File: src/sv/gmag_isqrt.sv
// Pipelined integer square root, one root bit per register stage, with a
// side band that travels alongside. Self-contained, no package use.
`default_nettype none

module gmag_isqrt
#(
    parameter int unsigned IN_W   = 32,
    parameter int unsigned SIDE_W = 2
)
(
    input  wire logic                 clk,
    input  wire logic                 rst_n,
    input  wire logic                 in_valid,
    output logic                      in_ready,
    input  wire logic [IN_W-1:0]      radicand,
    input  wire logic [SIDE_W-1:0]    side_in,
    output logic                      out_valid,
    input  wire logic                 out_ready,
    output logic      [IN_W/2-1:0]    root,
    output logic      [SIDE_W-1:0]    side_out
);

    localparam int unsigned OUT_W = IN_W / 2;
    localparam int unsigned REM_W = OUT_W + 2;

    logic              valid_reg [OUT_W];
    logic              adv       [OUT_W+1];
    logic [IN_W-1:0]   rad_reg   [OUT_W];
    logic [REM_W-1:0]  rem_reg   [OUT_W];
    logic [OUT_W-1:0]  root_reg  [OUT_W];
    logic [SIDE_W-1:0] side_reg  [OUT_W];

    assign adv[OUT_W] = out_ready;

    for (genvar k = 0; k < OUT_W; k++)
    begin : g_step
        logic              valid_in;
        logic [IN_W-1:0]   rad_in;
        logic [REM_W-1:0]  rem_in;
        logic [OUT_W-1:0]  root_in;
        logic [SIDE_W-1:0] side_in_k;
        logic [REM_W+1:0]  rem_sh;
        logic [REM_W+1:0]  trial;
        logic [REM_W+1:0]  diff;
        logic              fits;
        logic [REM_W-1:0]  rem_next;
        logic [OUT_W-1:0]  root_next;

        if (k == 0)
        begin : g_first
            assign valid_in  = in_valid;
            assign rad_in    = radicand;
            assign rem_in    = '0;
            assign root_in   = '0;
            assign side_in_k = side_in;
        end
        else
        begin : g_rest
            assign valid_in  = valid_reg[k-1];
            assign rad_in    = rad_reg[k-1];
            assign rem_in    = rem_reg[k-1];
            assign root_in   = root_reg[k-1];
            assign side_in_k = side_reg[k-1];
        end

        // Bring down the next two radicand bits and try 4*root + 1
        assign rem_sh    = {rem_in, rad_in[IN_W-1-2*k -: 2]};
        assign trial     = (REM_W+2)'({root_in, 2'b01});
        assign diff      = rem_sh - trial;
        assign fits      = (rem_sh >= trial);
        assign rem_next  = fits ? diff[REM_W-1:0] : rem_sh[REM_W-1:0];
        assign root_next = {root_in[OUT_W-2:0], fits};

        assign adv[k] = ~valid_reg[k] | adv[k+1];

        always_ff @(posedge clk or negedge rst_n)
        begin
            if (!rst_n)
            begin
                valid_reg[k] <= 1'b0;
            end
            else if (adv[k])
            begin
                valid_reg[k] <= valid_in;
            end
        end

        always_ff @(posedge clk)
        begin
            if (adv[k])
            begin
                rad_reg[k]  <= rad_in;
                rem_reg[k]  <= rem_next;
                root_reg[k] <= root_next;
                side_reg[k] <= side_in_k;
            end
        end
    end

    assign in_ready  = adv[0];
    assign out_valid = valid_reg[OUT_W-1];
    assign root      = root_reg[OUT_W-1];
    assign side_out  = side_reg[OUT_W-1];

endmodule

`default_nettype wire

File: config.mk
export PLATFORM = sky130hd
export DESIGN_NAME = gmag_isqrt
export DESIGN_NICKNAME = d
export VERILOG_FILES = /design/src/sv/gmag_isqrt.sv
export SDC_FILE = /design/constraint.sdc
export NUM_CORES = 1
export LEC_CHECK = 0
export ABC_CLOCK_PERIOD_IN_PS = 8900
export BUFFER_PORTS_ARGS = -buffer_cell sky130_fd_sc_hd__buf_4
export CORE_ASPECT_RATIO = 1.75
export CORE_MARGIN = 4
export CORE_UTILIZATION = 33
export CTS_CLUSTER_SIZE = 20
export DETAILED_ROUTE_END_ITERATION = 6
export HOLD_SLACK_MARGIN = 0.03
export MAX_ROUTING_LAYER = met4
export PLACE_DENSITY = 0.59
export SLEW_MARGIN = 20
export SYNTH_ARGS = -nofsm -noshare
export SYNTH_HDL_FRONTEND = slang
export SYNTH_SLANG_ARGS = --single-unit
File: constraint.sdc
create_clock -name clk -period 8.9 [get_ports clk]
set_input_delay 0 -clock clk [delete_from_list [all_inputs] [get_ports clk]]
set_output_delay 0 -clock clk [all_outputs]
set_load 0.02 [all_outputs]
# After elaboration in Yosys (flattened, before gate mapping)
# Memory sizes are Yosys's and may differ from the RTL's.
# Cells that the tools add are included.
[classes]
addsub = 16
order_cmp = 16
n_mux = 48
bitwise = 32
[ops]
columns = ["cell", "count"]
rows = [
  ["20-bit by 18-bit greater-or-equal comparator with 1-bit output", 15],
  ["18-bit two-way mux", 16],
  ["18-bit subtractor", 15],
  ["1-bit two-way mux", 32],
  ["1-bit inverter", 16],
  ["1-bit OR", 16],
  ["2-bit by 1-bit subtractor with 3-bit output, second input constant", 1],
  ["2-bit by 1-bit greater-or-equal comparator with 1-bit output, second input constant", 1],
]
[word_totals]
mem_bits_rw = 1088
ff_bits = 16
output_inout_bits = 20
mem_count = 4
word_cells = 132
[mem_list]
columns = ["name", "depth", "width", "read_ports", "rd_clocked_by_memory_dff", "write_ports", "line_no", "text"]
rows = [
  ["rad_reg", 16, 32, 15, 0, 16, "28", "logic [IN_W-1:0] rad_reg [OUT_W];"],
  ["rem_reg", 16, 18, 15, 0, 16, "29", "logic [REM_W-1:0] rem_reg [OUT_W];"],
  ["root_reg", 16, 16, 16, 0, 16, "30", "logic [OUT_W-1:0] root_reg [OUT_W];"],
  ["side_reg", 16, 2, 16, 0, 16, "31", "logic [SIDE_W-1:0] side_reg [OUT_W];"],
]

# Longest topological paths before layout
[logic_depth]
ltp_word = 19
mapped_depth = 12
mapped_depth_nobuf = 10

# Worst setup path before layout
# No wires, ideal clock.
[synth_timing]
kind = "flip-flop to flip-flop"
from = "register valid_reg (netlist bit out_valid)"
to = "memory rad_reg[0][0], enable pin"
synth_period_minus_slack_ps = 6960
required_time_ps = 8442
path_stages_with_launch = 9
arrival_ps = 6503
setup_slack_ps = 1940
path_cell_list = "dfrtp_1 > and3b_1 > nand2_1 > nor2_1 > inv_1 > or3_1 > nor2_1 > nand4_1 > or2_1"
[synth_rtl]
columns = ["item", "line_no", "text"]
rows = [
  ["start: declaration", "26", "logic valid_reg [OUT_W];"],
  ["start signal: indexed assignment", "84", "valid_reg[k] <= valid_in;"],
  ["end: declaration", "28", ""],
]

==> impl_results.md <==
- Final count of negative-setup-slack endpoints: 0
- Clk slew on worst S/H paths: 0.06 ns
- Io pins: 58
- Setup CP Type: flop to output port
- Hold Crit Depth: 2
- Post-synthesis mux area share: 1.248%
- Cell with the most instances after synthesis: edfxtp_1
- Worst Hold End: rad_reg[0][27]
- Post-CTS Resized: 0
- Status: completed
- Main area contributors after synthesis: edfxtp_1 65%, ha_1 6.3%, xnor2_1 2.9%
- Peak supply drop: 185.1 uV
- Clock sinks: 674
- Post-synthesis adder-cell area fraction: 6.301%
- Largest net degree at the start of global routing: 51
- Die Y: 409.4 um
- Vias: 17380
- Asr flop ratio synth: 2.374%
- Crit end category: output port
- Tmin final: 5.443 ns
- Ys Warns: 0
- Syn avg cell area: 13.50 um2
- Clock Skew: 0.03258 ns
- RSZ-0062 raised after global routing: false
- Cell taking the most area after synthesis: edfxtp_1
- Worst Min Path Start: radicand[27]
- Startpoint types: flop
- Cts bufs inserted: 67
- Final Hold Vio Count: 0
- GP Congestion: 0.9276
- Post-DR wirelength/cell: 15.02 um
- Final Cycle Share: 61.16%
- Placed inst area: 0.03228 mm2
- Dominant synthesized flop cell: edfxtp_1
- Clock insertion delay at the later pin of the skew report: 0.61 ns
- Die area: 0.09717 mm2
- Hold buffers post-CTS: 39
- Compound-cell area share of the yosys netlist: 7.932%
- Number of flip-flops in the largest register: 250
- Fraction of layout cells with a size suffix above 1: 9.306%
- Sequential share of the synthesized area: 66.36%
- Initial core utilization: 33.17%
- Top post-synthesis cells by count: 658 x edfxtp_1, 189 x inv_1, 153 x ha_1, 153 x nor2_1, 133 x nand2_1
- Reg2reg end: rad_reg[0][2]
- Flop-to-flop setup slack: 3.94 ns
- Area Overhead vs Synth: 14.66%
- Seq cells post-synth: 674
- CTS root buffer: clkbuf_16
- Post-Synth Simple-Gate Area: 10.09%
- Slew @ Worst Pin: 1.051 ns
- Drt via density: 4.772
- PwrDens: 269.9 mW/mm2
- Post-CTS setup buffers: 0
- Initial antenna violation count: 0
- Overflow after GRT: 0
- Post-DP HPWL: 41650 um
- Floorplan row count: 147
- TritonRoute pass-1 iters: 5
- EDFF count, synth: 658
- RR Startpoint: out_valid
- Syn Inst Count: 2250
- Fin. max-slew vios: 0
- Critical path required time: 8.90 ns
- Max Cap Violations: 0
- First-pass GRT wire length: 87510 um
- CTS H-tree lvls: 3
- Post-Route WL: 54690 um
- Post-route ant nets: 0
- Synth Area in XOR/XNOR: 5.301%
- Die width: 237.4 um
- Core Area: 0.09160 mm2
- Arr. time, crit path: 5.44 ns
- Mapped cell area: 0.03038 mm2
- Vias in the first global route: 18630
- Top cell type's share of synthesized area: 65.04%
- CTS tree: done
- Port bufs: 57
- Max FO, Critical Path: 48
- Overall Global Routing Usage: 11.37%
- Post-Route Setup TNS: 0 ns
- CP startpoint: out_valid
- Relative slew slack: 29.96%
- Residual DRC count: 0
- Syn nets: 2441
- Yosys cell types: 80
- Main combinational cell family by area after synthesis: simple AND/OR/NAND/NOR gates
- DRT iter0 DRCs: 574
- Total Nets Final: 2589
- Worst min path class: primary input to flop
- Max Buffers Root-to-Sink: 3
- Fmax: 183.7 MHz
- Ant diodes: 0
- Final Cell Area: 0.03483 mm2
- Pleak: 13.79 nW
- Worst Reg-to-Reg Cells: 11
==> cell type report <==
cell class / instances / area, um2
fillers: 8557 / 56760
flip-flops and latches: 674 / 20160
multi-input cells: 1358 / 9414
clock buffers: 88 / 1849
well taps: 1192 / 1491
repair buffers: 107 / 900.9
inverters: 190 / 713.2
clock inverters: 33 / 304.0
==> worst max-delay path, stage by stage, from the launching register on <==
cell	delay [ns]
dfrtp_1	0.39
and3b_1	0.24
nand2_1	0.09
buf_4	0.41
nor2_1	0.17
inv_1	0.09
buf_4	0.45
or3_2	0.91
nor2_1	0.34
nand4_1	0.20
buf_4	0.47
or2_2	0.78
buf_4	0.27
==> stage by stage <==
| step | hold WS, ns | cells | power [mW] | setup slack, ns | utilization, % |
|---|---|---|---|---|---|
| 6_report | 0.1059 | 3642 | 9.401 | 3.457 | 38.03 |
| 5_1_grt | 0.09028 | 3642 | 9.908 | 2.798 | 38.03 |
| 4_1_cts | 0.06357 | 3642 | 9.496 | 3.353 | 38.01 |
| 3_5_place_dp | -0.09788 | 3482 | 6.682 | 3.919 | 35.24 |
| 3_3_place_gp | -0.1043 | 3482 | 6.586 | 4.020 | 35.24 |
| 2_1_floorplan | -0.2956 | 2250 | 6.140 | 1.940 | - |
==> cell families after synthesis <==
logic type               after synthesis
buffers and inverters                218
flip-flops                           674
multiplexers                          34
XOR/XNOR                             183
AND/OR/NAND/NOR                      600
other                                  1
adder cells (fa/ha/maj)              153
AO/OA/AOI/OAI                        387
==> placed cells by master, fill, tap and decap left out, types with 9 or more instances in the layout <==
| cell | Yosys | final |
|---|---|---|
| a211oi_1 | 9 | 9 |
| a21o_1 | 19 | 19 |
| a21oi_1 | 120 | 120 |
| and2_1 | 10 | 10 |
| buf_4 | 1 | 68 |
| clkbuf_1 | 24 | 15 |
| clkbuf_16 | 0 | 70 |
| clkinv_1 | 1 | 14 |
| dfrtp_1 | 16 | 16 |
| dlygate4sd3_1 | 0 | 39 |
| edfxtp_1 | 658 | 658 |
| ha_1 | 153 | 153 |
| inv_1 | 189 | 189 |
| mux2_2 | 27 | 27 |
| nand2_1 | 133 | 132 |
| nand2b_1 | 39 | 39 |
| nand3_1 | 37 | 34 |
| nand3b_1 | 11 | 11 |
| nand4_1 | 21 | 21 |
| nor2_1 | 153 | 153 |
| nor2b_1 | 25 | 25 |
| nor3_1 | 42 | 42 |
| nor4_1 | 29 | 29 |
| o211ai_1 | 10 | 10 |
| o21a_1 | 38 | 38 |
| o21ai_0 | 109 | 109 |
| o31ai_1 | 11 | 11 |
| or2_2 | 13 | 14 |
| or3_1 | 31 | 29 |
| or4_1 | 13 | 13 |
| xnor2_1 | 101 | 101 |
| xor2_1 | 81 | 81 |
==> routing by layer <==
layer / GRT usage, % / wire [um]
met5: - / 0
met3: 1.993 / 1799
met2: 23.81 / 32990
met1: 8.067 / 15880
met4: 7.736 / 4032
==> worst max path at each step <==
stage	end	slack (ns)	cells past startpoint
floorplan	rad_reg[0][0]	1.94	8
finish	in_ready	3.46	12
detailed placement	root_reg[0][0]	3.92	11
global placement	rad_reg[0][28]	4.02	11
CTS	in_ready	3.35	12
global route	in_ready	2.80	12
==> power breakdown <==
group | switching (mW) | internal [mW] | total, mW
combinational | 1.05 | 0.834 | 1.89
sequential | 0.386 | 4.36 | 4.75
clock | 1.17 | 1.59 | 2.76
total | 2.61 | 6.79 | 9.40
No activity file was read; power rests on OpenSTA's default activity.
