===== config.mk =====
export PLATFORM = sky130hd
export DESIGN_NAME = gmag_scale
export DESIGN_NICKNAME = d
export VERILOG_FILES = /design/src/sv/gmag_pkg.sv /design/src/sv/gmag_scale.sv
export SDC_FILE = /design/constraint.sdc
export NUM_CORES = 2
export LEC_CHECK = 0
export BUFFER_PORTS_ARGS = -buffer_cell sky130_fd_sc_hd__buf_2
export CAP_MARGIN = 15
export CORE_MARGIN = 8
export CORE_UTILIZATION = 45
export DETAILED_ROUTE_END_ITERATION = 8
export HOLD_SLACK_MARGIN = 0.06
export MAX_ROUTING_LAYER = met4
export PLACE_DENSITY = 0.62
export SLEW_MARGIN = 30
export SYNTH_ARGS = -nofsm -noshare
export SYNTH_HDL_FRONTEND = slang
export SYNTH_SLANG_ARGS = --single-unit

===== constraint.sdc =====
create_clock -name clk -period 18.51 [get_ports clk]
set_clock_uncertainty 0.1 [all_clocks]
set_input_delay 5.553 -clock clk [delete_from_list [all_inputs] [get_ports clk]]
set_output_delay 5.553 -clock clk [all_outputs]
set_load 0.02 [all_outputs]

===== src/sv/gmag_pkg.sv =====
// Shared types and constants for the gradient magnitude block.
// No dependencies; the files that use it refer to it by scoped names.
`default_nettype none

package gmag_pkg;

    localparam int unsigned PIXEL_BITS = 8;
    localparam int unsigned PIXEL_FULL = 2**PIXEL_BITS - 1;
    localparam int unsigned CFG_W      = 16;
    localparam int unsigned ADDR_W     = 5;
    localparam int unsigned DATA_W     = 32;

    // Denormalise: x = p*(max-min) + offset keeps the dividend non-negative
    localparam int unsigned X_W      = 25;
    localparam int unsigned QE_W     = 18;
    localparam int unsigned Q_W      = 24;
    localparam int unsigned SQ_W     = 47;
    localparam int unsigned SUM_W    = 48;
    localparam int unsigned ROOT_W   = 32;
    localparam logic signed [25:0] DIV_OFFSET = 26'sd16777215;
    // (2^32 - 1) / 255, estimate of x/255 is low by at most one
    localparam logic [X_W-1:0]     DIV_RECIP  = 25'd16843009;
    // Offset plus offset/255, removed again when the Q.8 value is formed
    localparam logic signed [26:0] Q_BIAS     = 27'sd16843008;

    // Register map, one word apart
    typedef enum logic [2:0] {
        REG_HORIZ_MIN   = 3'd0,
        REG_HORIZ_MAX   = 3'd1,
        REG_VERT_MIN    = 3'd2,
        REG_VERT_MAX    = 3'd3,
        REG_KERNEL_MODE = 3'd4
    } reg_index_t;

    typedef struct packed {
        logic [CFG_W-1:0] horiz_min;
        logic [CFG_W-1:0] horiz_max;
        logic [CFG_W-1:0] vert_min;
        logic [CFG_W-1:0] vert_max;
        logic             kernel_mode;
    } cfg_t;

    // Side band through the first root unit
    typedef struct packed {
        logic mode;
        logic zero;
    } root_side_t;

    // Side band through the second root unit
    typedef struct packed {
        logic                  mode;
        logic                  zero;
        logic [PIXEL_BITS-1:0] mag_half;
    } quad_side_t;

endpackage

`default_nettype wire


===== src/sv/gmag_scale.sv =====
// Seven-stage front end: denormalise both bytes to Q.8, square, sum and
// reduce to the radicand of the first root. Depends on gmag_pkg.
`default_nettype none

module gmag_scale
(
    input  wire logic                              clk,
    input  wire logic                              rst_n,
    input  wire gmag_pkg::cfg_t                    cfg,
    input  wire logic                              in_valid,
    output logic                                   in_ready,
    input  wire logic [gmag_pkg::PIXEL_BITS-1:0]   horiz_pixel,
    input  wire logic [gmag_pkg::PIXEL_BITS-1:0]   vert_pixel,
    output logic                                   out_valid,
    input  wire logic                              out_ready,
    output logic      [gmag_pkg::ROOT_W-1:0]       radicand,
    output gmag_pkg::root_side_t                   side
);

    localparam int unsigned STAGES = 7;

    logic [STAGES-1:0] valid_reg;
    logic [STAGES-1:0] valid_next;
    logic [STAGES:0]   adv;
    logic [STAGES-1:0] mode_reg;
    logic [STAGES-1:0] mode_next;

    // Stage 1: x = p*(max-min) + offset
    logic signed [16:0]             diff_h;
    logic signed [16:0]             diff_v;
    logic signed [25:0]             prod_h;
    logic signed [25:0]             prod_v;
    logic signed [25:0]             sum1_h;
    logic signed [25:0]             sum1_v;
    logic [gmag_pkg::X_W-1:0]       x1_h_reg, x1_h_next;
    logic [gmag_pkg::X_W-1:0]       x1_v_reg, x1_v_next;

    // Stage 2: reciprocal estimate of x/255
    logic [49:0]                    recip_h;
    logic [49:0]                    recip_v;
    logic [gmag_pkg::X_W-1:0]       x2_h_reg, x2_v_reg;
    logic [gmag_pkg::QE_W-1:0]      qe_h_reg, qe_h_next;
    logic [gmag_pkg::QE_W-1:0]      qe_v_reg, qe_v_next;

    // Stage 3: correct the estimate by one
    logic [25:0]                    back_h;
    logic [25:0]                    back_v;
    logic [25:0]                    rem_h;
    logic [25:0]                    rem_v;
    logic [gmag_pkg::X_W-1:0]       x3_h_reg, x3_v_reg;
    logic [gmag_pkg::QE_W-1:0]      fq_h_reg, fq_h_next;
    logic [gmag_pkg::QE_W-1:0]      fq_v_reg, fq_v_next;

    // Stage 4: signed Q.8 value
    logic signed [26:0]             q27_h;
    logic signed [26:0]             q27_v;
    logic signed [gmag_pkg::Q_W-1:0] q_h_reg, q_h_next;
    logic signed [gmag_pkg::Q_W-1:0] q_v_reg, q_v_next;

    // Stage 5: squares
    logic signed [47:0]             sqf_h;
    logic signed [47:0]             sqf_v;
    logic [gmag_pkg::SQ_W-1:0]      sq_h_reg, sq_h_next;
    logic [gmag_pkg::SQ_W-1:0]      sq_v_reg, sq_v_next;

    // Stage 6: Q.16 sum
    logic [gmag_pkg::SUM_W-1:0]     sum_reg, sum_next;

    // Stage 7: radicand floor((S-1)/2^16) and the zero flag
    logic [gmag_pkg::SUM_W-1:0]     sum_dec;
    logic [gmag_pkg::ROOT_W-1:0]    rad_reg, rad_next;
    logic                           zero_reg, zero_next;

    // Advance a stage when it is empty or its successor advances
    always_comb
    begin
        adv[STAGES] = out_ready;
        for (int k = STAGES - 1; k >= 0; k--)
        begin
            adv[k] = ~valid_reg[k] | adv[k+1];
        end
    end

    assign valid_next = {valid_reg[STAGES-2:0], in_valid};
    assign mode_next  = {mode_reg[STAGES-2:0], cfg.kernel_mode};

    always_ff @(posedge clk or negedge rst_n)
    begin
        if (!rst_n)
        begin
            valid_reg <= '0;
        end
        else
        begin
            for (int k = 0; k < STAGES; k++)
            begin
                if (adv[k])
                begin
                    valid_reg[k] <= valid_next[k];
                end
            end
        end
    end

    always_ff @(posedge clk)
    begin
        for (int k = 0; k < STAGES; k++)
        begin
            if (adv[k])
            begin
                mode_reg[k] <= mode_next[k];
            end
        end
    end

    // Stage 1
    assign diff_h = $signed({cfg.horiz_max[15], cfg.horiz_max})
                  - $signed({cfg.horiz_min[15], cfg.horiz_min});
    assign diff_v = $signed({cfg.vert_max[15], cfg.vert_max})
                  - $signed({cfg.vert_min[15], cfg.vert_min});
    assign prod_h = $signed({1'b0, horiz_pixel}) * diff_h;
    assign prod_v = $signed({1'b0, vert_pixel}) * diff_v;
    assign sum1_h = prod_h + gmag_pkg::DIV_OFFSET;
    assign sum1_v = prod_v + gmag_pkg::DIV_OFFSET;
    assign x1_h_next = sum1_h[gmag_pkg::X_W-1:0];
    assign x1_v_next = sum1_v[gmag_pkg::X_W-1:0];

    always_ff @(posedge clk)
    begin
        if (adv[0])
        begin
            x1_h_reg <= x1_h_next;
            x1_v_reg <= x1_v_next;
        end
    end

    // Stage 2
    assign recip_h   = 50'(x1_h_reg) * 50'(gmag_pkg::DIV_RECIP);
    assign recip_v   = 50'(x1_v_reg) * 50'(gmag_pkg::DIV_RECIP);
    assign qe_h_next = recip_h[49:32];
    assign qe_v_next = recip_v[49:32];

    always_ff @(posedge clk)
    begin
        if (adv[1])
        begin
            x2_h_reg <= x1_h_reg;
            x2_v_reg <= x1_v_reg;
            qe_h_reg <= qe_h_next;
            qe_v_reg <= qe_v_next;
        end
    end

    // Stage 3
    assign back_h    = {qe_h_reg, 8'b0} - 26'(qe_h_reg);
    assign back_v    = {qe_v_reg, 8'b0} - 26'(qe_v_reg);
    assign rem_h     = 26'(x2_h_reg) - back_h;
    assign rem_v     = 26'(x2_v_reg) - back_v;
    assign fq_h_next = qe_h_reg + gmag_pkg::QE_W'(rem_h >= 26'(gmag_pkg::PIXEL_FULL));
    assign fq_v_next = qe_v_reg + gmag_pkg::QE_W'(rem_v >= 26'(gmag_pkg::PIXEL_FULL));

    always_ff @(posedge clk)
    begin
        if (adv[2])
        begin
            x3_h_reg <= x2_h_reg;
            x3_v_reg <= x2_v_reg;
            fq_h_reg <= fq_h_next;
            fq_v_reg <= fq_v_next;
        end
    end

    // Stage 4: q = 256*min + m + floor(m/255)
    assign q27_h = $signed({{3{cfg.horiz_min[15]}}, cfg.horiz_min, 8'b0})
                 + $signed({2'b0, x3_h_reg}) + $signed({9'b0, fq_h_reg}) - gmag_pkg::Q_BIAS;
    assign q27_v = $signed({{3{cfg.vert_min[15]}}, cfg.vert_min, 8'b0})
                 + $signed({2'b0, x3_v_reg}) + $signed({9'b0, fq_v_reg}) - gmag_pkg::Q_BIAS;
    assign q_h_next = q27_h[gmag_pkg::Q_W-1:0];
    assign q_v_next = q27_v[gmag_pkg::Q_W-1:0];

    always_ff @(posedge clk)
    begin
        if (adv[3])
        begin
            q_h_reg <= q_h_next;
            q_v_reg <= q_v_next;
        end
    end

    // Stage 5
    assign sqf_h     = q_h_reg * q_h_reg;
    assign sqf_v     = q_v_reg * q_v_reg;
    assign sq_h_next = sqf_h[gmag_pkg::SQ_W-1:0];
    assign sq_v_next = sqf_v[gmag_pkg::SQ_W-1:0];

    always_ff @(posedge clk)
    begin
        if (adv[4])
        begin
            sq_h_reg <= sq_h_next;
            sq_v_reg <= sq_v_next;
        end
    end

    // Stage 6
    assign sum_next = gmag_pkg::SUM_W'(sq_h_reg) + gmag_pkg::SUM_W'(sq_v_reg);

    always_ff @(posedge clk)
    begin
        if (adv[5])
        begin
            sum_reg <= sum_next;
        end
    end

    // Stage 7: ceil(S/2^16) - 1 equals floor((S-1)/2^16) for a non-zero sum
    assign sum_dec   = sum_reg - gmag_pkg::SUM_W'(1);
    assign rad_next  = sum_dec[gmag_pkg::SUM_W-1:16];
    assign zero_next = (sum_reg == '0);

    always_ff @(posedge clk)
    begin
        if (adv[6])
        begin
            rad_reg  <= rad_next;
            zero_reg <= zero_next;
        end
    end

    assign in_ready  = adv[0];
    assign out_valid = valid_reg[STAGES-1];
    assign radicand  = rad_reg;
    assign side.mode = mode_reg[STAGES-1];
    assign side.zero = zero_reg;

endmodule

`default_nettype wire


== Word-level counts from Yosys, hierarchy flattened ==
Cells that the tools add are included.
Word-level totals
  flip-flop bits (word level): 457
  input bits: 85
  output and inout port bits: 36
Cells by class
  add/sub/neg operators: 18
  $mul: 6
  order comparisons: 2
  bitwise gates (word level): 14
  reductions and logical operators: 1
Operator list (number)
  $mul 25x25->50 const B: 2
  $mul 24x24->47: 2
  $ge 26x8->1 const B: 2
  $sub 25x26->26: 2
  $sub 26x18->26: 2
  $add 25x25->25 const B: 2
  $mul 9x17->25: 2
  $add 24x19->24: 2
  $add 24x24->24: 2
  $add 47x47->48: 1
  $logic_not 48->1: 1
  $sub 24x18->24 const B: 2
  $sub 48x1->48 const B: 1
  $add 18x1->18: 2
  $sub 16x16->17: 2
  $not 1->1: 7
  $or 1x1->1: 7

== Logic depth before layout (Yosys ltp) ==
  depth after elaboration: 8
  gate-level depth with buffers: 32
  mapped depth without buffers: 32

== Worst setup path before layout ==
No wires, ideal clock.
  path type: input -> output
  from: in out_ready
  to: out in_ready
  arrival time: 10.593 ns
  slack: 2.264 ns
  cell stages on the path: 4
  buffers on the path: 0
  cell sequence: nor2b_1 nand3_1 nor2_1 nand4_1
Between the ends
  word-level cells in the longest chain between the ends: 7
Ends and longest elaborated chain
  from (decl): line gmag_scale.sv:15  | input wire logic out_ready,
  $or 1x1->1 (3 in series): line gmag_scale.sv:80  | adv[k] = ~valid_reg[k] | adv[k+1];
  named net adv[4]: line gmag_scale.sv:24  | logic [STAGES:0] adv;
  $or 1x1->1 (4 in series): line gmag_scale.sv:80
  to (decl): line gmag_scale.sv:11  | output logic in_ready,
The timed path passes the listed nets, and every way through them passes these cells.

== Final worst setup path ==
Ends and elaborated chain as after synthesis.

==> flow_metrics.tcl <==
set metrics [dict create \
    crit_fanout 53 \
    wl_per_cell_um 17.59 \
    clock_path_buffers 3 \
    wl_um 181600 \
    synth_seq_cells 455 \
    track_usage 0.2040 \
    clock_latency_ns 0.68 \
    cp_data_arrival_time_ns 7.65 \
    grt_setup_unrepaired "false" \
    setup_ws_ns 5.209 \
    hold_violations 0 \
    wl_met2_um 90690 \
    yosysWarnings 0 \
    finalSetupViolCount 0 \
    core_area_um2 173400 \
    critical_path_class "in -> out" \
    grt_pass1_wl_um 298500 \
    syn-num-nets 10250 \
    vias 52240 \
    io_pins 121 \
    die_x_um 433.3 \
    end_kind "primary output" \
    cp_slowest_cell "nor2_1" \
    vias_per_cell 5.058 \
    finalCriticalPeriod_ns 13.30 \
    max_freq_mhz 75.18 \
    clk_pin_slew_worst_paths_ns 0.06 \
    wl_met3_um 7792 \
    cts.sinks 455 \
    synth_cells 7859 \
    holdBufCountCts 0 \
    setup_tns_ns 0 \
    ys.flop_type "edfxtp_1" \
    routabilityCongestion 0.9036 \
    grt_max_degree 87 \
    start_util 0.4518 \
    grt_antenna_before_repair 3 \
    critPathRequiredTime_ns 12.86 \
    synthTopCellsByArea "fa_1 36%, edfxtp_1 17%, ha_1 14%" \
    max-slew-margin-rel 0.3152 \
    yosysTopAreaCell "fa_1" \
    cts_tree "built" \
    min_path_type "reg -> reg" \
    worstPathCellList "buf_2, nor2b_1, nand3_4, nor2_1, nand4_1, buf_4, buf_2" \
    portBuffers 120 \
    htreeDepth 2 \
    final_area_um2 83810 \
    die_height_um 433.3 \
    overflow 0 \
    post-route-util 0.4832 \
    layout.nets 10350 \
    largest_reg_flops 48 \
    grt_pass1_vias 56940 \
    ctsResizeCount 0 \
    rows 153 \
    ys_seq_area_frac 0.1739 \
    synth_area_um2 78360 \
    synth_cell_types 85 \
    cts-root-buf "clkbuf_16" \
    cts_setup_buffers 0 \
    crit_path_frequent_cell "buf_2" \
    synth_top_area_frac 0.3643 \
    tightest_slew_ns 1.020 \
    post-route-drc-count 0 \
    nFillCells 16230 \
    wirelength_met1_um 77550 \
    synth_edf_count 448 \
    syn_area_per_cell_um2 9.970 \
    synthToLayoutAreaGrowth_pct 6.962 \
    cts_buffers 56 \
    place_hpwl_um 149500 \
    die_area_um2 187700 \
    placed_cell_area_um2 81810 \
    drv_cap 0 \
    pre_cts_ws_ns 4.986 \
    fin_crit_sh 0.7186 \
    synth-async-reset-ratio 0.01538 \
    topRoutingLayerUsed "met4" \
    drv_slew 0 \
    layout-drive-gt1-share 0.03875 \
    crit_path_start_kind "input port" \
    drtIter0Drc 2752 \
    slowest_delay_ns 0.50 \
    drtAntennaViolNets 0 \
    outcome "finished clean" \
    first_pass_iters 5 \
]
## area by class of cell
type                       instances  area [um^2]  share of cell area
multi-input combinational       5162        56360              0.6725
sequential                       455        13630              0.1626
inverter                        2105         7901             0.09428
tap                             2325         2909             0.03471
clock buffer                      68         1466             0.01750
timing repair buffer             176         1028             0.01227
clock inverter                    35        513.0            0.006121
antenna                            1        2.502          0.00002986
## critical path, delay by kind of cell
family	cells	cell delay, ns
and+or+nand+nor	4	1.29
buffers and inverters	3	0.76
## cells in the mapped netlist, types with 12 or more instances
| cell | n |
|---|---|
| inv_1 | 2104 |
| fa_1 | 1426 |
| ha_1 | 878 |
| nand2_1 | 657 |
| edfxtp_1 | 448 |
| and2_1 | 299 |
| xnor2_1 | 289 |
| nor2_1 | 251 |
| a21oi_1 | 231 |
| o21ai_0 | 139 |
| clkbuf_1 | 132 |
| a21o_1 | 106 |
| nor2b_1 | 96 |
| xor2_1 | 95 |
| nor3_1 | 86 |
| nand2b_1 | 70 |
| nand3_1 | 70 |
| o21a_1 | 43 |
| a211oi_1 | 39 |
| and3_1 | 34 |
| o21bai_1 | 28 |
| a31oi_1 | 25 |
| or3_1 | 23 |
| nand4_1 | 22 |
| mux2i_1 | 16 |
| o211ai_1 | 15 |
| a2111oi_0 | 12 |
| a21boi_0 | 12 |
| nor4_1 | 12 |
| or2_2 | 12 |
## routing by layer
layer | vias up | track usage
li1 | 24500 | -
met1 | 26410 | 0.2591
met2 | 1053 | 0.3516
met3 | 276 | 0.01951
met4 | 0 | 0.05413
met5 | - | -
## layout by cell type, fill, tap and decap left out, types with 11 or more instances in the layout
cell / instances
a2111oi_0: 12
a211oi_1: 39
a21boi_0: 12
a21o_1: 106
a21oi_1: 231
a31oi_1: 25
and2_1: 299
and3_1: 34
buf_2: 120
buf_4: 54
clkbuf_16: 56
edfxtp_1: 448
fa_1: 1426
ha_1: 878
inv_1: 2102
mux2i_1: 16
nand2_1: 655
nand2b_1: 70
nand3_1: 68
nand4_1: 22
nor2_1: 251
nor2b_1: 96
nor3_1: 86
nor4_1: 12
o211ai_1: 15
o21a_1: 43
o21ai_0: 139
o21bai_1: 28
o31ai_1: 11
or2_2: 12
or3_1: 23
xnor2_1: 286
xor2_1: 95
## final timing paths
check	depth (start not counted)	slack (ns)	endpoint	startpoint
hold / removal	0	0.32	mode_reg[3]	mode_reg[2]
setup / recovery	7	5.21	in_ready	out_ready
min in group asynchronous	1	4.59	valid_reg[6]	rst_n
setup reg to reg	24	9.44	sq_h_reg[45]	q_h_reg[22]
max in group asynchronous	1	13.56	valid_reg[0]	rst_n
hold reg to reg	0	0.32	mode_reg[3]	mode_reg[2]
## cells by family (layout without fill, tap and decap cells)
logic type | after synthesis | in the layout | synth area share
adder cells (fa/ha/maj) | 2304 | 2304 | 0.5045
AND/OR/NAND/NOR | 1678 | 1678 | 0.1043
AO/OA/AOI/OAI | 775 | 775 | 0.06386
multiplexers | 20 | 20 | 0.002762
buffers and inverters | 2242 | 2384 | 0.1075
XOR/XNOR | 385 | 385 | 0.04313
other | 0 | 1 | 0
flip-flops | 455 | 455 | 0.1739
## stage by stage
step,cells,hold WS (ns)
2_1_floorplan,7859,0.3003
3_3_place_gp,10220,0.3084
3_5_place_dp,10220,0.3052
4_1_cts,10330,0.3239
5_1_grt,10330,0.3232
6_report,10330,0.3213
Power is not shown: default switching activity piles up to over one toggle a cycle in this logic, so the estimate is an artifact.
