`src/sv/gmag_pkg.sv`:
```
// Shared types and constants for the gradient magnitude block.
// No dependencies; the files that use it refer to it by scoped names.
`default_nettype none

package gmag_pkg;

    localparam int unsigned PIXEL_BITS = 8;
    localparam int unsigned PIXEL_FULL = 2**PIXEL_BITS - 1;
    localparam int unsigned CFG_W      = 16;
    localparam int unsigned ADDR_W     = 5;
    localparam int unsigned DATA_W     = 32;

    // Denormalise: x = p*(max-min) + offset keeps the dividend non-negative
    localparam int unsigned X_W      = 25;
    localparam int unsigned QE_W     = 18;
    localparam int unsigned Q_W      = 24;
    localparam int unsigned SQ_W     = 47;
    localparam int unsigned SUM_W    = 48;
    localparam int unsigned ROOT_W   = 32;
    localparam logic signed [25:0] DIV_OFFSET = 26'sd16777215;
    // (2^32 - 1) / 255, estimate of x/255 is low by at most one
    localparam logic [X_W-1:0]     DIV_RECIP  = 25'd16843009;
    // Offset plus offset/255, removed again when the Q.8 value is formed
    localparam logic signed [26:0] Q_BIAS     = 27'sd16843008;

    // Register map, one word apart
    typedef enum logic [2:0] {
        REG_HORIZ_MIN   = 3'd0,
        REG_HORIZ_MAX   = 3'd1,
        REG_VERT_MIN    = 3'd2,
        REG_VERT_MAX    = 3'd3,
        REG_KERNEL_MODE = 3'd4
    } reg_index_t;

    typedef struct packed {
        logic [CFG_W-1:0] horiz_min;
        logic [CFG_W-1:0] horiz_max;
        logic [CFG_W-1:0] vert_min;
        logic [CFG_W-1:0] vert_max;
        logic             kernel_mode;
    } cfg_t;

    // Side band through the first root unit
    typedef struct packed {
        logic mode;
        logic zero;
    } root_side_t;

    // Side band through the second root unit
    typedef struct packed {
        logic                  mode;
        logic                  zero;
        logic [PIXEL_BITS-1:0] mag_half;
    } quad_side_t;

endpackage

`default_nettype wire

```
`src/sv/gmag_cfg.sv`:
```
// APB-style register file holding the mapping ranges and the kernel mode.
// Depends on gmag_pkg for the register map and the cfg_t bundle.
`default_nettype none

module gmag_cfg
(
    input  wire logic                          clk,
    input  wire logic                          rst_n,
    input  wire logic                          psel,
    input  wire logic                          penable,
    input  wire logic                          pwrite,
    input  wire logic [gmag_pkg::ADDR_W-1:0]   paddr,
    input  wire logic [gmag_pkg::DATA_W-1:0]   pwdata,
    output logic      [gmag_pkg::DATA_W-1:0]   prdata,
    output logic                               pready,
    output gmag_pkg::cfg_t                     cfg
);

    gmag_pkg::cfg_t       cfg_reg;
    gmag_pkg::cfg_t       cfg_next;
    gmag_pkg::reg_index_t index;
    logic                 write_en;

    assign pready   = 1'b1;
    assign index    = gmag_pkg::reg_index_t'(paddr[gmag_pkg::ADDR_W-1:2]);
    assign write_en = psel && penable && pwrite;

    // Update the addressed register on the access phase
    always_comb
    begin
        cfg_next = cfg_reg;
        if (write_en)
        begin
            unique case (index)
                gmag_pkg::REG_HORIZ_MIN:   cfg_next.horiz_min   = pwdata[gmag_pkg::CFG_W-1:0];
                gmag_pkg::REG_HORIZ_MAX:   cfg_next.horiz_max   = pwdata[gmag_pkg::CFG_W-1:0];
                gmag_pkg::REG_VERT_MIN:    cfg_next.vert_min    = pwdata[gmag_pkg::CFG_W-1:0];
                gmag_pkg::REG_VERT_MAX:    cfg_next.vert_max    = pwdata[gmag_pkg::CFG_W-1:0];
                gmag_pkg::REG_KERNEL_MODE: cfg_next.kernel_mode = pwdata[0];
                default:                   cfg_next = cfg_reg;
            endcase
        end
    end

    always_ff @(posedge clk or negedge rst_n)
    begin
        if (!rst_n)
        begin
            cfg_reg.horiz_min   <= '0;
            cfg_reg.horiz_max   <= gmag_pkg::CFG_W'(gmag_pkg::PIXEL_FULL);
            cfg_reg.vert_min    <= '0;
            cfg_reg.vert_max    <= gmag_pkg::CFG_W'(gmag_pkg::PIXEL_FULL);
            cfg_reg.kernel_mode <= 1'b0;
        end
        else
        begin
            cfg_reg <= cfg_next;
        end
    end

    // Return the addressed register, zero-extended
    always_comb
    begin
        prdata = '0;
        unique case (index)
            gmag_pkg::REG_HORIZ_MIN:   prdata = gmag_pkg::DATA_W'(cfg_reg.horiz_min);
            gmag_pkg::REG_HORIZ_MAX:   prdata = gmag_pkg::DATA_W'(cfg_reg.horiz_max);
            gmag_pkg::REG_VERT_MIN:    prdata = gmag_pkg::DATA_W'(cfg_reg.vert_min);
            gmag_pkg::REG_VERT_MAX:    prdata = gmag_pkg::DATA_W'(cfg_reg.vert_max);
            gmag_pkg::REG_KERNEL_MODE: prdata = gmag_pkg::DATA_W'(cfg_reg.kernel_mode);
            default:                   prdata = '0;
        endcase
    end

    assign cfg = cfg_reg;

endmodule

`default_nettype wire

```
`config.mk`:
```
export PLATFORM = sky130hd
export DESIGN_NAME = gmag_cfg
export DESIGN_NICKNAME = d
export VERILOG_FILES = /design/src/sv/gmag_pkg.sv /design/src/sv/gmag_cfg.sv
export SDC_FILE = /design/constraint.sdc
export NUM_CORES = 1
export LEC_CHECK = 0
export BUFFER_PORTS_ARGS = -buffer_cell sky130_fd_sc_hd__buf_2
export CORE_UTILIZATION = 51
export DETAILED_ROUTE_END_ITERATION = 6
export GPL_TIMING_DRIVEN = 0
export PLACE_DENSITY = 0.89
export SLEW_MARGIN = 20
export SYNTH_ARGS = -nofsm -noshare
export SYNTH_HDL_FRONTEND = slang
export SYNTH_SLANG_ARGS = --single-unit
```
`constraint.sdc`:
```
create_clock -name clk -period 3.9 [get_ports clk]
set_clock_uncertainty 0.1 [all_clocks]
set_input_delay 0.39 -clock clk [delete_from_list [all_inputs] [get_ports clk]]
set_output_delay 0.39 -clock clk [all_outputs]
set_load 0.05 [all_outputs]
```
# After elaboration in Yosys (flattened, before gate mapping)
# Index checks and enable logic that the tools add are counted.
# word_totals
register_bits,65
inputBits,42
out_inout_bits,98
word_cells,18
# op_classes
eq_ne,4
n_mux,1
reduce_logical,8
# ops
cell,count
one-hot mux 16 bit (5 select lines),1
AND reduction 2 bit,5
equality test 3 x 2 -> 1 bit (second input constant),2
equality test 3 x 1 -> 1 bit (second input constant),1
equality test 3 bit (second input constant),1
logical NOT 3 bit,1
logical AND 1 bit,2

# Logic depth before layout (Yosys ltp)
# Gate-level depths: netlist of the first run.
# depth
depth_word,3
ltp_mapped,5
depth_no_buf,3

# Worst setup path before layout of the first run
# Ideal clock, no wire load.
# synth_path
path_kind,input -> output
from,in paddr[2] (netlist name)
to,out prdata[8] (netlist name)
t_arrival_ns,1.750
setup_slack_ns,1.660
path_stages,4
cell_sequence,buf_6 -> buf_4 -> mux4_2 -> nor2b_1
# synth_via
elab_chain_len,2
# synth_rtl
element,line,source
from (decl),gmag_cfg.sv:12,"input wire logic [gmag_pkg::ADDR_W-1:0] paddr,"
"equality test 3 bit, or another cell as far along",gmag_cfg.sv:65,unique case (index)
one-hot mux 16 bit (5 select lines) *,gmag_cfg.sv:65,
to (decl),gmag_cfg.sv:14,"output logic [gmag_pkg::DATA_W-1:0] prdata,"
# Every way passes the cells marked *; elsewhere a longest branch is shown, timed or not.

# Final worst setup path of the first run
# Ends and elaborated chain as after synthesis.

==> reports/summary.txt, run 1 <==
Drt first-iter violations: 79
Setup Total Neg Slack: 0 ns
Reg2reg setup slack: 3.00 ns
Post-DP Area: 0.00394 sq mm
CTS tree: yes
N_diodes: 0
Synth cell types: 25
WS Path Type: in2out
Post-CTS setup buffer count: 0
Clk_lat worst skew: 0.33 ns
I/O pin count: 140
Yosys warnings: 0
Fillcell total: 444
Drt drc: 0
Mapped Cells: 205
Sequential fraction of the synthesis area: 0.504
Final setup viols: 0
Clock Tree Root: clkbuf_8
Largest net degree at the start of global routing: 66
Max IR drop VDD: 0.000326 V
Vias in the first global route: 2,148
Final hold vios: 0
Final cell count without fillers: 415
WP data arrival: 1.85 ns
Nature of the critical path startpoint: input port
Port bufs: 104
Placed insts: 399
Layout cells sized above 1: 0.721
Initial antenna violation count: 0
Core area: 0.00606 sq mm
Global-route wire length before repair: 11,100 um
Total GRT Usage: 0.232
Area Overhead vs Synth: 27.9%
CTS buffer count: 9
Final wirelength: 7410 um
Worst-Margin Slew: 0.812 ns
R2r endpoint: cfg[26]
Worst slew margin: 0.459
Max stage delay on crit path: 0.51 ns
Worst Hold Class: in2async
DR WL/cell: 17.9 um
Post-DR vias/cell: 5.25
H-tree levels: 3
DR vias: 2,178
Number of flip-flops in the largest register: 65
Detail Route Antenna Nets: 0
Critical Path Sink: prdata[8]
Status: completed
Max-slew violation count: 0
Most used cell, CP: buf_2
Synthesized flop and latch total: 65
Power per cell area: 639 mW/mm^2
Worst Path Required: 3.41 ns
Die width: 82.0 um
Initial core utilization: 0.539
Max-capacitance violation count: 0
Slowest CP cell: mux4_2
Clock-pin slew on the worst setup and hold paths: 0.07 ns
Mapped Avg Cell Area: 15.9 sq um
R2R Path Start: cfg[26]
Highest Clock Rate: 427 MHz
Clock Path Buffers: 2
Detailed Routing Iterations Pass 1: 4
Dpl hpwl: 5150 um
Rows: 28
Final Net Count: 377
Syn Std Cell Area: 0.00327 sq mm
Leakage: 2.14 nW
GPL Wtd Cong: 0.765
Total grt overflow: 0
Fin area: 0.00418 sq mm
Tcrit/Tclk final: 0.600
Worst Path Max Fanout: 10
Die footprint: 0.00673 sq mm
Clk sinks: 65
CP delay by family, top: buffers and inverters
Critical Path Source: paddr[2]
Setup crit end kind: primary output
CTS Hold Bufs: 0
Post_cts resized: 0
Critical-path cell list: buf_2 -> buf_6 -> buf_4 -> mux4_2 -> nor2b_1 -> buf_2
RSZ-0062 raised after global routing: no
Die height: 82.0 um
CP Depth: 6
Worst path buffer plus inverter count: 4
Reg2reg path depth: 1
Min cycle time layout: 2.34 ns
==> routing by layer <==
layer  global-route usage  part of all wire  vias to the layer above
met5                    0                 0                        -
met4                0.105             0.018                        0
met3               0.0444             0.045                       13
met2                0.373              0.50                       86
met1                0.304              0.44                     1108
li1                     -                 -                      971
==> how the worst min path moves through the flow <==
stage,startpoint,end,slack (ns),depth (start not counted)
detailed placement,cfg[45],cfg[45],0.40,1
finish,rst_n,cfg[11],0.03,1
floorplan,rst_n,cfg[0],-0.006,0
global route,rst_n,cfg[11],0.1,1
CTS,rst_n,cfg[11],0.06,1
global placement,cfg[45],cfg[45],0.39,1
==> through the flow <==
stage               hold slack [ns]  setup WS [ns]  power, mW   util
floorplan                  -0.00559           1.66       1.77      -
global placement              0.390           1.54       1.98  0.649
detailed placement            0.403           1.54       2.01  0.650
CTS                          0.0636           1.54       2.68  0.689
global route                 0.0982           1.46       2.77  0.689
finish                       0.0321           1.56       2.67  0.689
==> placed cells by master, fill, tap and decap left out, drive strengths merged <==
cell type,n
and3,3
and4b,1
buf,130
bufinv,2
clkbuf,14
clkinv,2
conb,17
dfrtp,49
dfstp,16
mux2,65
mux2i,2
mux4,15
nand2,1
nand3,1
nand4b,1
nor2,1
nor2b,15
nor3,1
nor3b,3
or3,1
==> cell families after synthesis <==
group                  Yosys count  synth area share
buffers and inverters           28            0.0690
multiplexers                    82             0.357
other                            2           0.00230
AND/OR/NAND/NOR                 28            0.0678
flip-flops                      65             0.504
==> Yosys cell counts <==
master,count,area (sq um)
nand2_2,1,6.26
nor3b_1,1,7.51
buf_12,1,20.0
nor3_1,1,5.00
and3_2,1,7.51
mux2_2,42,473
dfrtp_1,49,1230
mux4_2,15,338
clkbuf_1,2,7.51
buf_6,4,45.0
buf_2,2,10.0
nor2_2,1,6.26
or3_1,1,6.26
dfstp_2,16,420
buf_4,19,143
conb_1,2,7.51
nand4b_4,1,23.8
mux2_4,20,300
nand3_1,1,5.00
mux2i_1,2,20.0
and4b_1,1,10.0
mux2_1,3,33.8
nor2b_1,15,93.8
and3_1,2,12.5
nor3b_4,2,37.5
==> cell type report <==
type                       instances  area (sq um)  share of cell area
buffer                            28           225              0.0539
sequential                        65          1650               0.394
clock buffer                      12           165              0.0395
clock inverter                     4          73.8              0.0177
timing repair buffer             104           523               0.125
tap                               75          93.8              0.0225
multi-input combinational        127          1450               0.347
==> power breakdown <==
group / switching [mW] / internal [mW]
clock network: 0.260 / 0.413
registers: 0.101 / 0.831
logic: 0.747 / 0.317
total: 1.11 / 1.56
Note: power is estimated with default switching activity, not from simulation.
==> inputs of run 2 (changes only) <==
--- a/config.mk
+++ b/config.mk
@@ -6,10 +6,10 @@
 export NUM_CORES = 1
 export LEC_CHECK = 0
 export BUFFER_PORTS_ARGS = -buffer_cell sky130_fd_sc_hd__buf_2
-export CORE_UTILIZATION = 51
+export CORE_UTILIZATION = 48
 export DETAILED_ROUTE_END_ITERATION = 6
 export GPL_TIMING_DRIVEN = 0
-export PLACE_DENSITY = 0.89
+export PLACE_DENSITY = 0.84
 export SLEW_MARGIN = 20
 export SYNTH_ARGS = -nofsm -noshare
 export SYNTH_HDL_FRONTEND = slang
==> constraint.sdc (replaced) <==
create_clock -name clk -period 2.25 [get_ports clk]
set_clock_uncertainty 0.1 [all_clocks]
set_input_delay 0.225 -clock clk [delete_from_list [all_inputs] [get_ports clk]]
set_output_delay 0.225 -clock clk [all_outputs]
set_load 0.05 [all_outputs]
==> run 2 against run 1 <==
Effect of this change:
- the flow now finishes with violations (DRC)
- sequential share of layout area grew 0.44 points
- register-to-register slack lost 1.7 ns
- via count shrank 1.1%
- utilization shrank 5.0 points
- sequential power grew 74%
- final cell count grew 0.72%
- largest cell class unchanged
- die area grew 6.1%
- final area shrank 1.1%
- largest power group unchanged
- critical path type unchanged
- global-route usage shrank 1.5 points
- setup slack lost 1.3 ns
- power grew 64%
- routed wire length shrank 0.76%
==> reports/summary.txt, run 2 (same netlist as run 1, synthesis figures left out) <==
Status: finished with violations
Violated checks: DRC
CTS tree: yes
Die footprint: 0.00714 sq mm
Final hold slack: 0.0666 ns
Global-route wire length before repair: 11,700 um
Post-DP Area: 0.00394 sq mm
Reg2reg path depth: 1
Worst-Margin Slew: 0.820 ns
Die width: 84.5 um
Min cycle time layout: 2.02 ns
DR WL/cell: 17.6 um
Worst path buffer plus inverter count: 4
Clk sinks: 65
Most used cell, CP: buf_2
Detailed Routing Iterations Pass 1: 7
Rows: 29
Post-DR vias/cell: 5.15
Setup crit end kind: primary output
Total GRT Usage: 0.217
Final wirelength: 7350 um
Max-capacitance violation count: 0
Worst Path Required: 1.92 ns
Largest net degree at the start of global routing: 66
CP Depth: 6
Hold Startpoint: pwdata[13]
Worst Setup Slack, final: 0.235 ns
Drt first-iter violations: 75
Final Net Count: 378
Max-slew violation count: 0
Final hold vios: 0
Pwr Total: 4.39 mW
DR vias: 2,153
Critical-path cell list: buf_2 -> buf_6 -> buf_4 -> mux4_2 -> nor2b_1 -> buf_2
Leakage: 2.12 nW
Max IR drop VDD: 0.000561 V
Max stage delay on crit path: 0.53 ns
Clk_lat worst skew: 0.33 ns
Worst slew margin: 0.453
Detail Route Antenna Nets: 0
Most frequent cells in the layout: 105 x buf_2, 49 x dfrtp_1, 42 x mux2_2
Dpl ws: 0.194 ns
WS Path Type: in2out
Critical Path Source: paddr[2]
CP delay by family, top: buffers and inverters
Clock Path Buffers: 2
Hold Path Stages: 2
Layout cells sized above 1: 0.710
Fin area: 0.00413 sq mm
Worst Path Max Fanout: 10
Slowest CP cell: mux4_2
Final setup viols: 0
Drt drc: 10
Clock-pin slew on the worst setup and hold paths: 0.07 ns
Initial core utilization: 0.506
Post-CTS setup buffer count: 0
Clock Tree Root: clkbuf_8
Total grt overflow: 0
Setup Total Neg Slack: 0 ns
Dpl hpwl: 5190 um
Worst Hold Class: in2reg
Fillcell total: 513
Highest Clock Rate: 496 MHz
Initial antenna violation count: 0
N_diodes: 0
WP data arrival: 1.69 ns
CTS buffer count: 9
Core area: 0.00646 sq mm
H-tree levels: 3
I/O pin count: 140
Commonest non-fill, non-tap cell in the layout: buf_2
Die height: 84.5 um
Area Overhead vs Synth: 26.5%
R2R Path Start: cfg[45]
GPL Wtd Cong: 0.723
Nature of the critical path startpoint: input port
Tcrit/Tclk final: 0.896
RSZ-0062 raised after global routing: no
Number of flip-flops in the largest register: 65
Vias in the first global route: 2,214
Power per cell area: 1060 mW/mm^2
Port bufs: 104
run 2: path summary, 6_finish.rpt:
check / end / slack [ns]
worst max-delay path: prdata[5] / 0.23
min in group asynchronous: cfg[20] / 0.43
max in group asynchronous: cfg[54] / 1.07
worst min-delay path: cfg[14] / 0.07
worst max register to register: cfg[45] / 1.35
worst min register to register: cfg[18] / 0.42
run 2: area by class of cell:
type / count / area (sq um) / share of cell area
tap: 77 / 96.3 / 0.0233
sequential: 65 / 1650 / 0.399
multi-input combinational: 127 / 1450 / 0.351
timing repair buffer: 105 / 533 / 0.129
clock buffer: 12 / 135 / 0.0327
buffer: 28 / 225 / 0.0545
clock inverter: 4 / 45.0 / 0.0109
run 2: metrics by stage:
stage / utilization / instances
2_1_floorplan: - / 220
3_3_place_gp: 0.610 / 401
3_5_place_dp: 0.610 / 401
4_1_cts: 0.640 / 418
5_1_grt: 0.640 / 418
6_report: 0.640 / 418
run 2: per-layer routing:
layer,share of wire,global-route usage,up-vias,wire [um]
met4,0.0033,0.0478,0,24
li1,-,-,973,-
met2,0.47,0.344,99,3460
met5,0,0,-,0
met1,0.44,0.296,1077,3220
met3,0.089,0.0698,4,651
run 2: where the power goes:
part	total (mW)	internal, mW	switching [mW]
Clock	0.928	0.508	0.420
Combinational	1.84	0.551	1.29
Sequential	1.62	1.44	0.178
run 2: repair_timing:
action                                 CTS  global route
hold buffers                             1             0
setup endpoints to repair                0             0
endpoints found under the hold margin   49             0
resized for setup                        0             0
==> inputs of run 3 (changes only) <==
--- a/config.mk
+++ b/config.mk
@@ -6,9 +6,11 @@
 export NUM_CORES = 1
 export LEC_CHECK = 0
 export BUFFER_PORTS_ARGS = -buffer_cell sky130_fd_sc_hd__buf_2
+export CAP_MARGIN = 40
 export CORE_UTILIZATION = 48
 export DETAILED_ROUTE_END_ITERATION = 6
 export GPL_TIMING_DRIVEN = 0
+export MAX_ROUTING_LAYER = met4
 export PLACE_DENSITY = 0.84
 export SLEW_MARGIN = 20
 export SYNTH_ARGS = -nofsm -noshare
==> run 3 against run 2 <==
Effect of this change:
- the run still ends with DRC left
- sequential share of layout area down 0.19 points
- first-iteration DRC count decreased by 6.7%
- clock-buffer cell count did not move
- power increased by 0.14%
- routed wire length up 0.22%
- sequential power about the same
- via count shrank 0.23%
- maximum frequency shrank 0.29%
- critical path type unchanged
- combinational power hardly changed
- highest routed layer unchanged
==> reports/summary.txt, run 3 (same netlist as run 1, synthesis figures left out) <==
Final Net Count: 379
Post_cts resized: 0
Violated checks: DRC
H-tree levels: 3
Commonest non-fill, non-tap cell in the layout: buf_2
Die height: 84.5 um
Leakage: 2.13 nW
Global-route wire length before repair: 11,700 um
Worst Path Max Fanout: 10
DR WL/cell: 17.6 um
CTS tree: yes
Pwr Total: 4.39 mW
Min cycle time layout: 2.02 ns
Setup Total Neg Slack: 0 ns
Worst slew margin: 0.578
Fin area: 0.00415 sq mm
Initial core utilization: 0.506
Detail Route Antenna Nets: 0
Final setup viols: 0
Clock-pin slew on the worst setup and hold paths: 0.07 ns
GPL Wtd Cong: 0.731
Vias in the first global route: 2,216
Max stage delay on crit path: 0.53 ns
Total GRT Usage: 0.224
Post-DR vias/cell: 5.13
WS Path Type: in2out
I/O pin count: 140
Highest Clock Rate: 495 MHz
Final wirelength: 7370 um
Clock Path Buffers: 2
Clk_lat worst skew: 0.32 ns
Worst Hold Class: in2reg
Max-slew violation count: 0
Final cell count without fillers: 419
Total grt overflow: 0
Initial antenna violation count: 0
Rows: 29
Detailed Routing Iterations Pass 1: 7
Final hold vios: 0
Post-DP Area: 0.00394 sq mm
Largest net degree at the start of global routing: 66
Core area: 0.00646 sq mm
Drt first-iter violations: 70
Area Overhead vs Synth: 27.1%
Dpl hpwl: 5190 um
Most used cell, CP: buf_2
Placed insts: 401
Drt drc: 10
Max-capacitance violation count: 0
Slowest CP cell: mux4_2
Max IR drop VDD: 0.000559 V
Setup crit end kind: primary output
Critical-path cell list: buf_2 -> buf_6 -> buf_4 -> mux4_2 -> nor2b_1 -> buf_2
N_diodes: 0
Status: finished with violations
Worst Path Required: 1.92 ns
WP data arrival: 1.70 ns
Clock Tree Root: clkbuf_8
DR vias: 2,148
Number of flip-flops in the largest register: 65
Port bufs: 104
Most frequent cells in the layout: 105 x buf_2, 49 x dfrtp_1, 42 x mux2_2
Tcrit/Tclk final: 0.898
Final hold slack: 0.0632 ns
Clk sinks: 65
Layout cells sized above 1: 0.711
Nature of the critical path startpoint: input port
Worst-Margin Slew: 0.633 ns
Power per cell area: 1060 mW/mm^2
CTS buffer count: 9
RSZ-0062 raised after global routing: no
Die width: 84.5 um
Die footprint: 0.00714 sq mm
run 3: cell count changes in the layout (fill, tap and decap cells not counted), sizes merged:
cell	change
buf	+1
run 3: path summary, 6_finish.rpt:
kind                                   to  depth (start not counted)  startpoint  slack (ns)
worst max-delay path            prdata[5]                          6    paddr[2]        0.23
worst min-delay path              cfg[29]                          2  pwdata[12]        0.06
worst max register to register    cfg[45]                          1     cfg[45]        1.35
worst min register to register    cfg[18]                          1     cfg[18]        0.43
max in group asynchronous         cfg[33]                          3       rst_n        1.19
min in group asynchronous         cfg[19]                          2       rst_n        0.29
run 3: per-layer routing:
layer  vias up  global-route usage  wire [um]
met1      1074               0.309       3320
met4         0              0.0478         25
li1        970                   -          -
met3         5              0.0531        492
met2        99               0.344       3530
met5         -                   -          0
run 3: what timing repair did:
item | CTS | global route
hold buffers | 1 | 0
buffers inserted | 0 | 0
setup endpoints to repair | 0 | 0
endpoints found under the hold margin | 49 | 0
run 3: metrics by stage:
stage | utilization | setup slack, ns
CTS | 0.640 | 0.195
global route | 0.643 | 0.128
floorplan | - | 0.257
detailed placement | 0.610 | 0.194
global placement | 0.610 | 0.234
finish | 0.643 | 0.229
run 3: critical path: cells and delay by family:
family	cells	cell delay [ns]
buf+inv	4	0.80
mux	1	0.53
simple gates	1	0.14
run 3: final cells by class:
cell class	count	area, sq um
Clock inverter	4	45.0
Clock buffer	12	135
Sequential cell	65	1650
Multi-Input combinational cell	127	1450
Tap cell	77	96.3
Timing Repair Buffer	106	553
Fill cell	511	2310
Buffer	28	225
run 3: where the power goes:
part           leakage, nW  internal [mW]  switching (mW)
combinational         1.24          0.555            1.29
sequential           0.794           1.44           0.178
clock               0.0941          0.508           0.420
